**config.mk**
```make
export PLATFORM = sky130hd
export DESIGN_NAME = message_header_validator
export DESIGN_NICKNAME = d
export VERILOG_FILES = /design/src/mhv_pkg.sv /design/src/mhv_cfg_regs.sv /design/src/mhv_cmd_match.sv /design/src/mhv_len_check.sv /design/src/message_header_validator.sv
export VERILOG_INCLUDE_DIRS = /design/src /design/src/src
export SDC_FILE = /design/constraint.sdc
export NUM_CORES = 2
export LEC_CHECK = 0
export ABC_AREA = 0
export BUFFER_PORTS_ARGS = -buffer_cell sky130_fd_sc_hd__buf_2
export CELL_PAD_IN_SITES_DETAIL_PLACEMENT = 1
export CELL_PAD_IN_SITES_GLOBAL_PLACEMENT = 1
export CORE_MARGIN = 3
export CORE_UTILIZATION = 45
export CTS_CLUSTER_DIAMETER = 30
export DETAILED_ROUTE_END_ITERATION = 6
export PLACE_DENSITY_LB_ADDON = 0.1
export SYNTH_ARGS = -nofsm -noshare
export SYNTH_HDL_FRONTEND = slang
export SYNTH_SLANG_ARGS = --single-unit
```
**constraint.sdc**
```tcl
create_clock -name clk -period 32.9 [get_ports clk]
set_clock_uncertainty 0.05 [all_clocks]
set_input_delay 3.29 -clock clk [delete_from_list [all_inputs] [get_ports clk]]
set_output_delay 3.29 -clock clk [all_outputs]
set_load 0.02 [all_outputs]
```
**src/message_header_validator_macros.svh**
```systemverilog
// assertion macros for the message header validator
`ifndef MESSAGE_HEADER_VALIDATOR_MACROS_SVH
`define MESSAGE_HEADER_VALIDATOR_MACROS_SVH

`ifndef NO_ASSERTIONS

// checked at every rising clk edge outside reset
`define MHV_ASSERT(label, prop, msg) \
	label: assert property (@(posedge clk) disable iff (!arst_n) (prop)) else $error(msg);

// checked at every rising clk edge, reset included
`define MHV_ASSERT_ALWAYS(label, prop, msg) \
	label: assert property (@(posedge clk) (prop)) else $error(msg);

`else

`define MHV_ASSERT(label, prop, msg)
`define MHV_ASSERT_ALWAYS(label, prop, msg)

`endif

`endif

```
**src/mhv_pkg.sv**
```systemverilog
// shared types, constants and command table for the message header validator
`default_nettype none

package mhv_pkg;

	localparam int CMD_BYTES  = 12;
	localparam int CMD_COUNT  = 16;
	localparam int CFG_ADDR_W = 5;

	// header record size and the reciprocal used to divide by it
	localparam int HDR_REC_BYTES  = 88;
	localparam int HDR_DIV_SHIFT  = 40;
	localparam int HDR_DIV_W      = HDR_DIV_SHIFT + 1;
	localparam int HDR_PROD_W     = 32 + HDR_DIV_W;
	localparam int HDR_QUOT_W     = HDR_PROD_W - HDR_DIV_SHIFT;
	localparam logic [HDR_DIV_W-1:0] HDR_DIV_MUL = HDR_DIV_W'(
		((64'd1 << HDR_DIV_SHIFT) + 64'(HDR_REC_BYTES) - 64'd1) / 64'(HDR_REC_BYTES));

	typedef enum logic [1:0] {
		REASON_OK      = 2'd0,
		REASON_MSG_CAP = 2'd1,
		REASON_UNKNOWN = 2'd2,
		REASON_LENGTH  = 2'd3
	} reason_t;

	typedef enum logic [4:0] {
		CMD_VERSION    = 5'd0,
		CMD_VERACK     = 5'd1,
		CMD_PING       = 5'd2,
		CMD_PONG       = 5'd3,
		CMD_INVB       = 5'd4,
		CMD_GETB       = 5'd5,
		CMD_GETBI      = 5'd6,
		CMD_BLOCK      = 5'd7,
		CMD_INVTX      = 5'd8,
		CMD_GETTX      = 5'd9,
		CMD_TX         = 5'd10,
		CMD_GETADDR    = 5'd11,
		CMD_ADDR       = 5'd12,
		CMD_GETHEADERS = 5'd13,
		CMD_HEADERS    = 5'd14,
		CMD_FEEFILTER  = 5'd15,
		CMD_UNKNOWN    = 5'd16
	} cmd_idx_t;

	typedef enum logic [2:0] {
		REG_MAX_MESSAGE  = 3'd0,
		REG_MAX_BLOCK    = 3'd1,
		REG_MAX_TX       = 3'd2,
		REG_MAX_ADDR     = 3'd3,
		REG_MAX_LOCATOR  = 3'd4,
		REG_MAX_HEADERS  = 3'd5
	} reg_idx_t;

	typedef struct packed {
		logic [31:0] max_message_bytes;
		logic [31:0] max_block_bytes;
		logic [31:0] max_transaction_bytes;
		logic [29:0] max_address_entries;
		logic [7:0]  max_locator_entries;
		logic [15:0] max_header_records;
	} mhv_cfg_t;

	// turn a right-justified string literal into bytes with the first char in byte 0
	function automatic logic [8*CMD_BYTES-1:0] pack_word(input logic [8*CMD_BYTES-1:0] s);
		int len;
		logic [8*CMD_BYTES-1:0] w;
		len = 0;
		w = '0;
		for (int i = 0; i < CMD_BYTES; i++) begin
			if (s[8*i +: 8] != 8'h00) begin
				len++;
			end
		end
		for (int i = 0; i < CMD_BYTES; i++) begin
			if (i < len) begin
				w[8*i +: 8] = s[8*(len-1-i) +: 8];
			end
		end
		return w;
	endfunction

	localparam logic [8*CMD_BYTES-1:0] CMD_WORDS [CMD_COUNT] = '{
		pack_word("version"), pack_word("verack"), pack_word("ping"), pack_word("pong"),
		pack_word("invb"), pack_word("getb"), pack_word("getbi"), pack_word("block"),
		pack_word("invtx"), pack_word("gettx"), pack_word("tx"),
		pack_word("getaddr"), pack_word("addr"),
		pack_word("getheaders"), pack_word("headers"), pack_word("feefilter")
	};

endpackage

`default_nettype wire

```
**src/mhv_cfg_regs.sv**
```systemverilog
// configuration register bank with apb-style access
`default_nettype none

module mhv_cfg_regs
	import mhv_pkg::*;
(
	input  wire logic                  clk,
	input  wire logic                  arst_n,
	input  wire logic                  psel,
	input  wire logic                  penable,
	input  wire logic                  pwrite,
	input  wire logic [CFG_ADDR_W-1:0] paddr,
	input  wire logic [31:0]           pwdata,
	output logic      [31:0]           prdata,
	output logic                       pready,
	output mhv_cfg_t                   cfg
);

	mhv_cfg_t cfg_q;
	reg_idx_t reg_idx;
	logic     wr_en;

	assign reg_idx = reg_idx_t'(paddr[CFG_ADDR_W-1:2]);
	assign wr_en   = psel && penable && pwrite;
	assign pready  = 1'b1;
	assign cfg     = cfg_q;

	always_ff @(posedge clk or negedge arst_n) begin
		if (!arst_n) begin
			cfg_q.max_message_bytes     <= 32'd2097152;
			cfg_q.max_block_bytes       <= 32'd1048576;
			cfg_q.max_transaction_bytes <= 32'd1048576;
			cfg_q.max_address_entries   <= 30'd1000;
			cfg_q.max_locator_entries   <= 8'd32;
			cfg_q.max_header_records    <= 16'd2000;
		end else if (wr_en) begin
			case (reg_idx)
				REG_MAX_MESSAGE: begin
					cfg_q.max_message_bytes <= pwdata;
				end
				REG_MAX_BLOCK: begin
					cfg_q.max_block_bytes <= pwdata;
				end
				REG_MAX_TX: begin
					cfg_q.max_transaction_bytes <= pwdata;
				end
				REG_MAX_ADDR: begin
					cfg_q.max_address_entries <= pwdata[29:0];
				end
				REG_MAX_LOCATOR: begin
					cfg_q.max_locator_entries <= pwdata[7:0];
				end
				REG_MAX_HEADERS: begin
					cfg_q.max_header_records <= pwdata[15:0];
				end
				default: begin
				end
			endcase
		end
	end

	always_comb begin
		case (reg_idx)
			REG_MAX_MESSAGE: prdata = cfg_q.max_message_bytes;
			REG_MAX_BLOCK:   prdata = cfg_q.max_block_bytes;
			REG_MAX_TX:      prdata = cfg_q.max_transaction_bytes;
			REG_MAX_ADDR:    prdata = {2'b00, cfg_q.max_address_entries};
			REG_MAX_LOCATOR: prdata = {24'd0, cfg_q.max_locator_entries};
			REG_MAX_HEADERS: prdata = {16'd0, cfg_q.max_header_records};
			default:         prdata = 32'd0;
		endcase
	end

endmodule

`default_nettype wire

```
**src/mhv_cmd_match.sv**
```systemverilog
// command word normalize and allowlist match
`default_nettype none

module mhv_cmd_match
	import mhv_pkg::*;
(
	input  wire logic [63:0] command_head,
	input  wire logic [31:0] command_tail,
	output cmd_idx_t         cmd_idx
);

	logic [8*CMD_BYTES-1:0] raw;
	logic [8*CMD_BYTES-1:0] name;
	logic [CMD_COUNT-1:0]   hit;

	assign raw = {command_tail, command_head};

	// cut at first nul, fold A..Z to a..z
	always_comb begin
		logic       ended;
		logic [7:0] b;
		ended = 1'b0;
		name  = '0;
		for (int i = 0; i < CMD_BYTES; i++) begin
			b = raw[8*i +: 8];
			if (b == 8'h00) begin
				ended = 1'b1;
			end
			if (ended) begin
				b = 8'h00;
			end else if (b >= 8'h41 && b <= 8'h5A) begin
				b = b + 8'h20;
			end
			name[8*i +: 8] = b;
		end
	end

	always_comb begin
		for (int j = 0; j < CMD_COUNT; j++) begin
			hit[j] = (name == CMD_WORDS[j]);
		end
	end

	always_comb begin
		cmd_idx = CMD_UNKNOWN;
		for (int j = CMD_COUNT - 1; j >= 0; j--) begin
			if (hit[j]) begin
				cmd_idx = cmd_idx_t'(5'(j));
			end
		end
	end

endmodule

`default_nettype wire

```
**src/mhv_len_check.sv**
```systemverilog
// per-command payload length rules and reason priority
`default_nettype none

module mhv_len_check
	import mhv_pkg::*;
(
	input  wire cmd_idx_t    cmd_idx,
	input  wire logic [31:0] payload_length,
	input  wire mhv_cfg_t    cfg,
	output reason_t          reason
);

	logic [31:0]            gh_off;
	logic                   gh_ok;
	logic [31:0]            hd_off;
	logic [HDR_PROD_W-1:0]  hd_prod;
	logic [HDR_QUOT_W-1:0]  hd_quot;
	logic                   hd_exact;
	logic                   hd_ok;
	logic                   addr_ok;
	logic                   fits;

	// locator list: 33 + 32 * k
	assign gh_off = payload_length - 32'd33;
	assign gh_ok  = (payload_length >= 32'd33) && (gh_off[4:0] == 5'd0) &&
		(gh_off[31:5] <= {19'd0, cfg.max_locator_entries});

	// header records: 2 + rec * k, quotient and exactness from one reciprocal product
	assign hd_off   = payload_length - 32'd2;
	assign hd_prod  = {{HDR_DIV_W{1'b0}}, hd_off} * {32'd0, HDR_DIV_MUL};
	assign hd_quot  = hd_prod[HDR_PROD_W-1:HDR_DIV_SHIFT];
	assign hd_exact = {1'b0, hd_prod[HDR_DIV_SHIFT-1:0]} < HDR_DIV_MUL;
	assign hd_ok    = (payload_length >= 32'd2) && hd_exact &&
		(hd_quot != '0) && (hd_quot <= HDR_QUOT_W'(cfg.max_header_records));

	assign addr_ok = (payload_length[1:0] == 2'b00) &&
		(payload_length <= {cfg.max_address_entries, 2'b00});

	always_comb begin
		case (cmd_idx)
			CMD_VERSION:    fits = payload_length <= 32'd24;
			CMD_VERACK,
			CMD_PING,
			CMD_PONG,
			CMD_GETADDR:    fits = payload_length == 32'd0;
			CMD_INVB,
			CMD_GETB,
			CMD_INVTX,
			CMD_GETTX:      fits = payload_length == 32'd32;
			CMD_GETBI,
			CMD_FEEFILTER:  fits = payload_length == 32'd8;
			CMD_BLOCK:      fits = (payload_length != 32'd0) &&
				(payload_length <= cfg.max_block_bytes);
			CMD_TX:         fits = (payload_length != 32'd0) &&
				(payload_length <= cfg.max_transaction_bytes);
			CMD_ADDR:       fits = addr_ok;
			CMD_GETHEADERS: fits = gh_ok;
			CMD_HEADERS:    fits = hd_ok;
			default:        fits = 1'b0;
		endcase
	end

	always_comb begin
		if (payload_length > cfg.max_message_bytes) begin
			reason = REASON_MSG_CAP;
		end else if (cmd_idx == CMD_UNKNOWN) begin
			reason = REASON_UNKNOWN;
		end else if (!fits) begin
			reason = REASON_LENGTH;
		end else begin
			reason = REASON_OK;
		end
	end

endmodule

`default_nettype wire

```
**src/message_header_validator.sv**
```systemverilog
// top level of the message header validator: input register, checks, result register
// the accepted item is registered in stage 1, then its result in the result register
// throughput: one item per cycle while out_ready holds; the path from the input register
// through the command match and length rules to the result register sets the clock
// reset: arst_n clears both stage valids and loads the register defaults at once
// a stalled result holds in the result register; stage 1 takes one more item and then holds
`default_nettype none
`include "message_header_validator_macros.svh"

module message_header_validator
	import mhv_pkg::*;
(
	input  wire logic                  clk,
	input  wire logic                  arst_n,
	// configuration port
	input  wire logic                  psel,
	input  wire logic                  penable,
	input  wire logic                  pwrite,
	input  wire logic [CFG_ADDR_W-1:0] paddr,
	input  wire logic [31:0]           pwdata,
	output logic      [31:0]           prdata,
	output logic                       pready,
	// input channel
	input  wire logic                  in_valid,
	output logic                       in_ready,
	input  wire logic [63:0]           command_head,
	input  wire logic [31:0]           command_tail,
	input  wire logic [31:0]           payload_length,
	// result channel
	output logic                       out_valid,
	input  wire logic                  out_ready,
	output logic                       accepted,
	output logic      [4:0]            command_index,
	output logic      [1:0]            reject_reason
);

	mhv_cfg_t    cfg;

	// stage 1: registered input item
	logic        valid_s1;
	logic [63:0] head_s1;
	logic [31:0] tail_s1;
	logic [31:0] len_s1;

	// stage 2: registered result item
	logic        valid_s2;
	logic        accepted_s2;
	cmd_idx_t    idx_s2;
	reason_t     reason_s2;

	cmd_idx_t    cmd_idx;
	reason_t     reason;
	logic        adv_s1;
	logic        load_s1;

	// stage 1 moves on whenever the result register is free or being drained
	assign adv_s1   = !valid_s2 || out_ready;
	assign in_ready = !valid_s1 || adv_s1;
	assign load_s1  = in_valid && in_ready;

	mhv_cfg_regs u_cfg (
		.clk     (clk),
		.arst_n  (arst_n),
		.psel    (psel),
		.penable (penable),
		.pwrite  (pwrite),
		.paddr   (paddr),
		.pwdata  (pwdata),
		.prdata  (prdata),
		.pready  (pready),
		.cfg     (cfg)
	);

	// command normalize and table lookup
	mhv_cmd_match u_match (
		.command_head (head_s1),
		.command_tail (tail_s1),
		.cmd_idx      (cmd_idx)
	);

	// message cap, unknown command and per-command length rule
	mhv_len_check u_len (
		.cmd_idx        (cmd_idx),
		.payload_length (len_s1),
		.cfg            (cfg),
		.reason         (reason)
	);

	// stage valids
	always_ff @(posedge clk or negedge arst_n) begin
		if (!arst_n) begin
			valid_s1 <= 1'b0;
			valid_s2 <= 1'b0;
		end else begin
			if (in_ready) begin
				valid_s1 <= in_valid;
			end
			if (adv_s1) begin
				valid_s2 <= valid_s1;
			end
		end
	end

	// payload registers, no reset needed
	always_ff @(posedge clk) begin
		if (load_s1) begin
			head_s1 <= command_head;
			tail_s1 <= command_tail;
			len_s1  <= payload_length;
		end
		if (adv_s1 && valid_s1) begin
			accepted_s2 <= (reason == REASON_OK);
			idx_s2      <= cmd_idx;
			reason_s2   <= reason;
		end
	end

	assign out_valid     = valid_s2;
	assign accepted      = accepted_s2;
	assign command_index = idx_s2;
	assign reject_reason = reason_s2;

	// accept flag agrees with the reason code
	`MHV_ASSERT(a_accept_reason, out_valid |-> (accepted == (reject_reason == REASON_OK)), "accepted disagrees with reject_reason")
	// unknown reason only for an unknown index, unknown index never passes the word check
	`MHV_ASSERT(a_unknown_idx, out_valid && (reject_reason == REASON_UNKNOWN) |-> (command_index == CMD_UNKNOWN), "unknown reason with a known index")
	`MHV_ASSERT(a_unknown_not_ok, out_valid && (command_index == CMD_UNKNOWN) |-> (reject_reason == REASON_MSG_CAP || reject_reason == REASON_UNKNOWN), "unknown index not rejected")
	// an item in stage 1 reaches the result register when it advances
	`MHV_ASSERT(a_s1_to_s2, valid_s1 && adv_s1 |=> valid_s2, "stage 1 item lost")
	// a waiting result blocks new input only while stage 1 is full
	`MHV_ASSERT_ALWAYS(a_ready_free, !valid_s1 |-> in_ready, "input blocked with empty stage 1")

endmodule

`default_nettype wire

```
* Word-level counts from Yosys, hierarchy flattened
Index checks and enable logic that the tools add are counted.
** Cells by class
- $lt $le $gt $ge :: 34
- $add $sub $neg :: 14
- Equal/unequal tests :: 39
- Multiplexer cells :: 57
- Multiply operators :: 1
- Reduce and logical (&&, ||, !) cells :: 57
** Operator list (number)
- equality test 96 x 31 -> 1 bit (second input constant) :: 5
- equality test 96 x 39 -> 1 bit (second input constant) :: 4
- equality test 96 x 55 -> 1 bit (second input constant) :: 3
- two-way mux 8 bit :: 24
- case mux 32 bit (6 select lines) :: 1
- adder 8 x 6 -> 8 bit (second input constant) :: 12
- equality test 96 x 15 -> 1 bit (second input constant) :: 1
- equality test 96 x 47 -> 1 bit (second input constant) :: 1
- equality test 96 x 71 -> 1 bit (second input constant) :: 1
- equality test 96 x 79 -> 1 bit (second input constant) :: 1
- greater-or-equal comparator 8 x 7 -> 1 bit (second input constant) :: 12
- <= comparator 32 bit :: 3
- <= comparator 8 x 7 -> 1 bit (second input constant) :: 12
- zero test 8 bit :: 12
- two-way mux 5 bit :: 16
- multiplier 32 x 32 -> 64 bit (second input constant) :: 1
- equality test 5 x 4 -> 1 bit (second input constant) :: 8
- less-than comparator 40 x 34 -> 1 bit (second input constant) :: 1
- nonzero test 33 bit :: 1
- equality test 32 x 4 -> 1 bit (second input constant) :: 1
- equality test 32 x 6 -> 1 bit (second input constant) :: 1
- greater-or-equal comparator 32 x 2 -> 1 bit (second input constant) :: 1
- greater-or-equal comparator 32 x 6 -> 1 bit (second input constant) :: 1
- greater-than comparator 32 bit :: 1
- 26 further kinds :: 78
** Word-level totals
- Input port bits :: 172
- Register bits after elaboration :: 288
- Word-level logic and storage cells :: 216

* Longest topological paths before layout
- Depth after elaboration :: 38
- Mapped depth :: 46
- Gate-level depth less buffers :: 44

* Hierarchy
From an unflattened synthesis, not the netlist that was laid out.
** Unflattened totals
- Cell total of the unflattened synthesis :: 3823
- Area, all modules :: 38562.0 um^2
** By module, submodules not included
- mhv_len_check :: times used 1, area an instance 25269.2 um^2, cells each 2945
- mhv_cfg_regs :: times used 1, area an instance 7277.0 um^2, cells each 465
- message_header_validator :: times used 1, area an instance 4191.5 um^2, cells each 145
- mhv_cmd_match :: times used 1, area an instance 1824.2 um^2, cells each 268

* Least setup slack after synthesis
Ideal clock, no wire load.
- Kind :: register to register
- Start point :: register len_s1[3]
- End point :: register reason_s2[0], in the netlist reject_reason[0], data pin
- Path buffers :: 2
- Library setup time :: 0.266 ns
- Setup slack :: 20.665 ns
- Stages on the path, launching flop included :: 44
- Required time :: 32.584 ns
- Arrival time :: 11.919 ns
- Period minus slack after synthesis :: 12.235 ns
- Cell sequence :: edfxtp_1 -> clkbuf_1 -> nor3_1 -> nand3_1 -> nor2_1 -> and3_1 -> nand2_1 -> or3_1 -> or3_1 -> xnor2_1 -> ha_1 -> fa_1 -> fa_1 -> inv_1 -> fa_1 -> inv_1 -> fa_1 -> fa_1 -> [8 not listed] -> or2_2 -> or3_1 -> a21oi_1 -> o21a_1 -> o21bai_1 -> xnor2_1 -> inv_1 -> ha_1 -> and4_1 -> nand2_1 -> o41ai_1 -> a21oi_1 -> nor2_1 -> or4bb_2 -> a2111oi_4 -> nand4_1 -> nor4_2 -> o31ai_1
** Between the ends
- Cells in the longest elaborated chain, start to end :: 10
** Ends and longest elaborated chain
- start: declaration :: RTL line message_header_validator.sv:43 : logic [31:0] len_s1;
- start signal: assignment :: RTL line message_header_validator.sv:109 : len_s1 <= payload_length;
- subtractor 32 x 2 -> 32 bit :: RTL line mhv_len_check.sv:29 : assign hd_off = payload_length - 32'd2;
- multiplier 32 x 32 -> 64 bit :: RTL line mhv_len_check.sv:30 : assign hd_prod = {{HDR_DIV_W{1'b0}}, hd_off} * {32'd0, HDR_DIV_MUL};
- less-than comparator 40 x 34 -> 1 bit :: RTL line mhv_len_check.sv:32 : assign hd_exact = {1'b0, hd_prod[HDR_DIV_SHIFT-1:0]} < HDR_DIV_MUL;
- logical AND 1 bit (2 in series) :: RTL line mhv_len_check.sv:33 : assign hd_ok = (payload_length >= 32'd2) && hd_exact &&
- logical AND 1 bit :: RTL line mhv_len_check.sv:34 : (hd_quot != '0) && (hd_quot <= HDR_QUOT_W'(cfg.max_header_records));
- case mux 1 bit (9 select lines) :: RTL line mhv_len_check.sv:40 : case (cmd_idx)
- two-way mux 2 bit :: RTL line mhv_len_check.sv:68 : end else if (!fits) begin
- two-way mux 2 bit :: RTL line mhv_len_check.sv:66 : end else if (cmd_idx == CMD_UNKNOWN) begin
- two-way mux 2 bit (*) :: RTL line mhv_len_check.sv:64 : if (payload_length > cfg.max_message_bytes) begin
- named net reason[0] :: RTL line message_header_validator.sv:52 : reason_t reason;
- end signal: assignment :: RTL line message_header_validator.sv:114 : reason_s2 <= reason;
- end: declaration :: RTL line message_header_validator.sv:49 : reason_t reason_s2;
Mark *: on every way through the listed nets, which the timed path passes. The rest lies on a longest branch.
A chain may end at the register's enable or synchronous reset.

* Worst setup path after layout
- Start point :: register len_s1[2]
- End point :: register reason_s2[1], in the netlist reject_reason[1], data pin
The elaborated chain is that of the path after synthesis.

==> flow_summary.html <==
<table>
<tr><th>Metric</th><th>Value</th></tr>
<tr><th colspan="2">Timing</th></tr>
<tr><td>RSZ-0062 raised after global routing</td><td>no</td></tr>
<tr><td>Worst slew margin</td><td>26.95%</td></tr>
<tr><td>Number of slew-limit violations in the final report</td><td>0</td></tr>
<tr><td>Time the worst path needs with I/O delays and setup</td><td>14.57 ns</td></tr>
<tr><td>Share of the cycle needed by the critical path after routing</td><td>44.29%</td></tr>
<tr><td>Hold violation total from the final report</td><td>0</td></tr>
<tr><td>Highest attainable clock frequency</td><td>a little under 70 MHz</td></tr>
<tr><td>Setup TNS</td><td>0 ns</td></tr>
<tr><td>Pin slew with the least headroom to its limit</td><td>1.093 ns</td></tr>
<tr><td>Number of setup violations in the final report</td><td>0</td></tr>
<tr><th colspan="2">CTS</th></tr>
<tr><td>TritonCTS clock tree</td><td>done</td></tr>
<tr><td>Post-CTS Hold Buffers</td><td>0</td></tr>
<tr><td>Number of buffers between clock root and the deepest sink</td><td>3</td></tr>
<tr><td>H-Tree Level Count</td><td>2</td></tr>
<tr><td>CTS Root Buffer Type</td><td>sky130_fd_sc_hd__clkbuf_16</td></tr>
<tr><td>Post-CTS Repair Setup Buffers</td><td>0</td></tr>
<tr><td>Count of cells resized by post-cts repair</td><td>0</td></tr>
<tr><td>Clock buffer count from CTS</td><td>53</td></tr>
<tr><td>CTS Sinks</td><td>280</td></tr>
<tr><td>Insertion delay to the later sink of the worst-skew pair</td><td>roughly 0.59 ns</td></tr>
<tr><td>Clock-pin slew of the registers on the worst-case setup and hold paths</td><td>0.06 ns</td></tr>
<tr><th colspan="2">Layout</th></tr>
<tr><td>Final net count</td><td>about 5300</td></tr>
<tr><td>Area growth from synthesis to layout</td><td>11.33%</td></tr>
<tr><td>Fraction of final layout cells sized beyond drive strength 1</td><td>approximately an eighth</td></tr>
<tr><th colspan="2">Die</th></tr>
<tr><td>Area of the die</td><td>slightly below 90000 um^2</td></tr>
<tr><td>Top-level port count</td><td>about 220</td></tr>
<tr><td>Die span in y</td><td>roughly 300 um</td></tr>
<tr><td>Starting density of the core</td><td>between 40% and 50%</td></tr>
<tr><td>Core region area</td><td>about 83000 um^2</td></tr>
<tr><td>Num rows</td><td>105</td></tr>
<tr><td>Die X-Extent</td><td>approximately 300 um</td></tr>
<tr><th colspan="2">GRT</th></tr>
<tr><td>Number of global-route vias before repair</td><td>33460</td></tr>
<tr><td>Grt total ovfl</td><td>0</td></tr>
<tr><td>Number of antenna violations at the first check in global routing</td><td>7</td></tr>
<tr><td>Global-route wire length before repair</td><td>between 200000 and 250000 um</td></tr>
<tr><td>Gr usage total</td><td>between 30% and 40%</td></tr>
<tr><td>Maximum number of pins on one net before global-route repair</td><td>69</td></tr>
<tr><th colspan="2">Run</th></tr>
<tr><td>Number of max-cap violations</td><td>0</td></tr>
<tr><th colspan="2">Synth</th></tr>
<tr><td>Unique masters post-synth</td><td>106</td></tr>
<tr><td>Share of Yosys cell area claimed by the top area cell type</td><td>a little over a fifth</td></tr>
<tr><td>Prevailing post-synth register cell</td><td>sky130_fd_sc_hd__dfrtp_1</td></tr>
<tr><td>Part of the Yosys area used for sequential elements</td><td>slightly above 20%</td></tr>
<tr><td>Count of mapped cells out of synthesis</td><td>between 3000 and 4000</td></tr>
<tr><td>Count of flip-flops with a built-in enable after synthesis</td><td>128</td></tr>
<tr><td>Syn_nets</td><td>~5100</td></tr>
<tr><td>Cell accounting for the most synthesized area</td><td>sky130_fd_sc_hd__fa_1</td></tr>
<tr><td>Async set or reset register ratio after synthesis</td><td>54.29%</td></tr>
<tr><td>Synth top area cells</td><td>sky130_fd_sc_hd__fa_1, sky130_fd_sc_hd__ha_1, sky130_fd_sc_hd__edfxtp_1, sky130_fd_sc_hd__dfrtp_1, sky130_fd_sc_hd__inv_1</td></tr>
<tr><td>YS warnings</td><td>0</td></tr>
<tr><td>Average footprint of a synthesized cell</td><td>between 9 and 10 um^2</td></tr>
<tr><td>Post-synthesis instance area</td><td>approximately 38000 um^2</td></tr>
<tr><td>Post-synthesis register bit count</td><td>280</td></tr>
<tr><th colspan="2">Worst setup path</th></tr>
<tr><td>Startpoint-to-endpoint class of the critical path</td><td>flip-flop to flip-flop</td></tr>
<tr><td>Critical Path Start Type</td><td>flip-flop</td></tr>
<tr><td>Worst path most repeated cell</td><td>sky130_fd_sc_hd__fa_1</td></tr>
<tr><td>Largest stage delay on the critical path</td><td>about 0.78 ns</td></tr>
<tr><td>Critical Path Slowest Stage Cell</td><td>sky130_fd_sc_hd__xor2_1</td></tr>
<tr><td>CP endpoint kind</td><td>flip-flop</td></tr>
<tr><td>Highest net fanout along the worst path</td><td>10</td></tr>
<tr><td>Count of cells along the worst register-to-register path</td><td>37</td></tr>
<tr><td>Worst setup slack for register-to-register paths</td><td>between 15 and 20 ns</td></tr>
<tr><td>Launch point of the worst path</td><td>len_s1[2]$_DFFE_PP_</td></tr>
<tr><td>Endpoint arrival time on the critical path</td><td>between 10 and 15 ns</td></tr>
<tr><td>Destination of the critical timing path</td><td>reject_reason[1]$_DFFE_PP_</td></tr>
<tr><td>Data required time of the critical path</td><td>~33 ns</td></tr>
<tr><td>R2R Path End</td><td>reject_reason[1]$_DFFE_PP_</td></tr>
<tr><td>Reg2Reg Launch Point</td><td>len_s1[2]$_DFFE_PP_</td></tr>
<tr><th colspan="2">Routing</th></tr>
<tr><td>Wire length per cell after detailed routing</td><td>25.76 um</td></tr>
<tr><td>Routed Wire Length</td><td>~140000 um</td></tr>
<tr><td>DRT iter0 DRCs</td><td>1936</td></tr>
<tr><td>Antenna viol nets, final</td><td>0</td></tr>
<tr><td>Post-route DRC</td><td>0</td></tr>
<tr><td>Via count</td><td>30860</td></tr>
<tr><td>Drt pass-1 iters</td><td>7</td></tr>
<tr><td>Ratio of routed vias to standard cells</td><td>a little under 6</td></tr>
<tr><th colspan="2">Min path</th></tr>
<tr><td>Tightest Hold Check Type</td><td>flip-flop to flip-flop</td></tr>
<tr><th colspan="2">Run status</th></tr>
<tr><td>Result of the run</td><td>completed</td></tr>
<tr><th colspan="2">Placed design</th></tr>
<tr><td>Count of port buffers added during placement</td><td>203</td></tr>
<tr><td>Gp weighted congestion</td><td>around 0.96</td></tr>
<tr><td>Sum of net half-perimeters after detailed placement</td><td>approximately 110000 um</td></tr>
</table>
-- cell type report --
class,count,area (um^2)
diodes,4,10.01
clock buffers,63,1436
clock inverters,37,430.4
fillers,9371,40500
inverters,827,3104
multi-input cells,2771,26820
flip-flops and latches,280,7667
well taps,1070,1339
repair buffers,262,1465
-- state kept, by name, indices dropped and copies added, names as in the netlist --
name           count
u_cfg.cfg        150
head_s1           64
len_s1            32
tail_s1           24
command_index      5
reject_reason      2
accepted           1
out_valid          1
valid_s1           1
-- cells in the mapped netlist (all sizes together) (47+ instances only) --
cell	number
nand4	96
inv	827
a21o	59
nor2b	52
nor4	47
mux2	54
dfrtp	136
o21ai	207
nand3	71
a21oi	131
clkbuf	87
nand2	251
fa	414
xnor2	54
nor3	83
ha	561
nor2	132
edfxtp	128
-- worst min path at each step --
stage                     slack, ns            startpoint                    end  cells after the start
after detailed placement       0.44  valid_s1$_DFFE_PN0N_  out_valid$_DFFE_PN0P_                      1
final                          0.45  valid_s1$_DFFE_PN0N_  out_valid$_DFFE_PN0P_                      1
after floorplan                0.40  valid_s1$_DFFE_PN0N_  out_valid$_DFFE_PN0P_                      1
after global routing           0.48  valid_s1$_DFFE_PN0N_  out_valid$_DFFE_PN0P_                      1
after CTS                      0.45  valid_s1$_DFFE_PN0N_  out_valid$_DFFE_PN0P_                      1
after global placement         0.41  valid_s1$_DFFE_PN0N_  out_valid$_DFFE_PN0P_                      1
-- cells in the final DEF, fill, tap and decap left out, types with 32 or more instances in the layout --
| cell type | instances |
|---|---|
| sky130_fd_sc_hd__buf_4 | 59 |
| sky130_fd_sc_hd__nand2_1 | 251 |
| sky130_fd_sc_hd__or3_1 | 35 |
| sky130_fd_sc_hd__nand3_1 | 71 |
| sky130_fd_sc_hd__fa_1 | 414 |
| sky130_fd_sc_hd__nor2_1 | 130 |
| sky130_fd_sc_hd__xnor2_1 | 54 |
| sky130_fd_sc_hd__clkbuf_16 | 55 |
| sky130_fd_sc_hd__nor3_1 | 79 |
| sky130_fd_sc_hd__nor4_1 | 43 |
| sky130_fd_sc_hd__a21oi_1 | 130 |
| sky130_fd_sc_hd__nand4_1 | 96 |
| sky130_fd_sc_hd__o21ai_0 | 205 |
| sky130_fd_sc_hd__dfrtp_1 | 136 |
| sky130_fd_sc_hd__mux2_2 | 54 |
| sky130_fd_sc_hd__edfxtp_1 | 128 |
| sky130_fd_sc_hd__a21o_1 | 57 |
| sky130_fd_sc_hd__nor2b_1 | 52 |
| sky130_fd_sc_hd__inv_1 | 827 |
| sky130_fd_sc_hd__o21a_1 | 32 |
| sky130_fd_sc_hd__buf_2 | 202 |
| sky130_fd_sc_hd__xor2_1 | 40 |
| sky130_fd_sc_hd__ha_1 | 561 |
-- cell families after synthesis --
kind of cell | after synthesis | share of synthesized area (%)
fa+ha+maj | 975 | 40.32
simple gates | 966 | 13.77
buf+inv | 928 | 9.230
compound gates | 638 | 10.82
flops | 280 | 20.19
mux | 96 | 3.434
xor+xnor | 95 | 2.228
other cells | 1 | 0.009877
-- per-stage QoR --
step                area, um^2  std cells  worst slack, ns  hold slack (ns)  utilization, %
floorplan                37970       3979            20.67           0.3990               -
global route             42260       5310            17.73           0.4786           51.06
CTS                      42260       5310            18.47           0.4489           51.06
global placement         40390       5210            18.62           0.4142           48.80
finish                   42270       5314            18.33           0.4458           51.07
detailed placement       40390       5210            18.54           0.4424           48.80
-- routing by layer --
metal	track usage [%]	vias to the layer above	part of all wire, %
met3	3.195	217	4.6
met1	40.28	15790	42
met4	12.10	8	4.4
met5	0	-	0.035
li1	-	14020	-
met2	55.01	820	49
-- critical path, delay by kind of cell (launching register included) --
family / cells / cell delay [ns]
and+or+nand+nor: 11 / 4.07
DFF: 1 / 0.62
xor gates and xnor gates: 1 / 0.78
AOI/OAI and AO/OA: 9 / 2.65
adders and majority gates: 11 / 5.40
buffers and inverters: 5 / 0.63
Power is left out: the tool's default activity adds up to more than one toggle a clock period on the data nets, which glitch-free logic cannot reach.
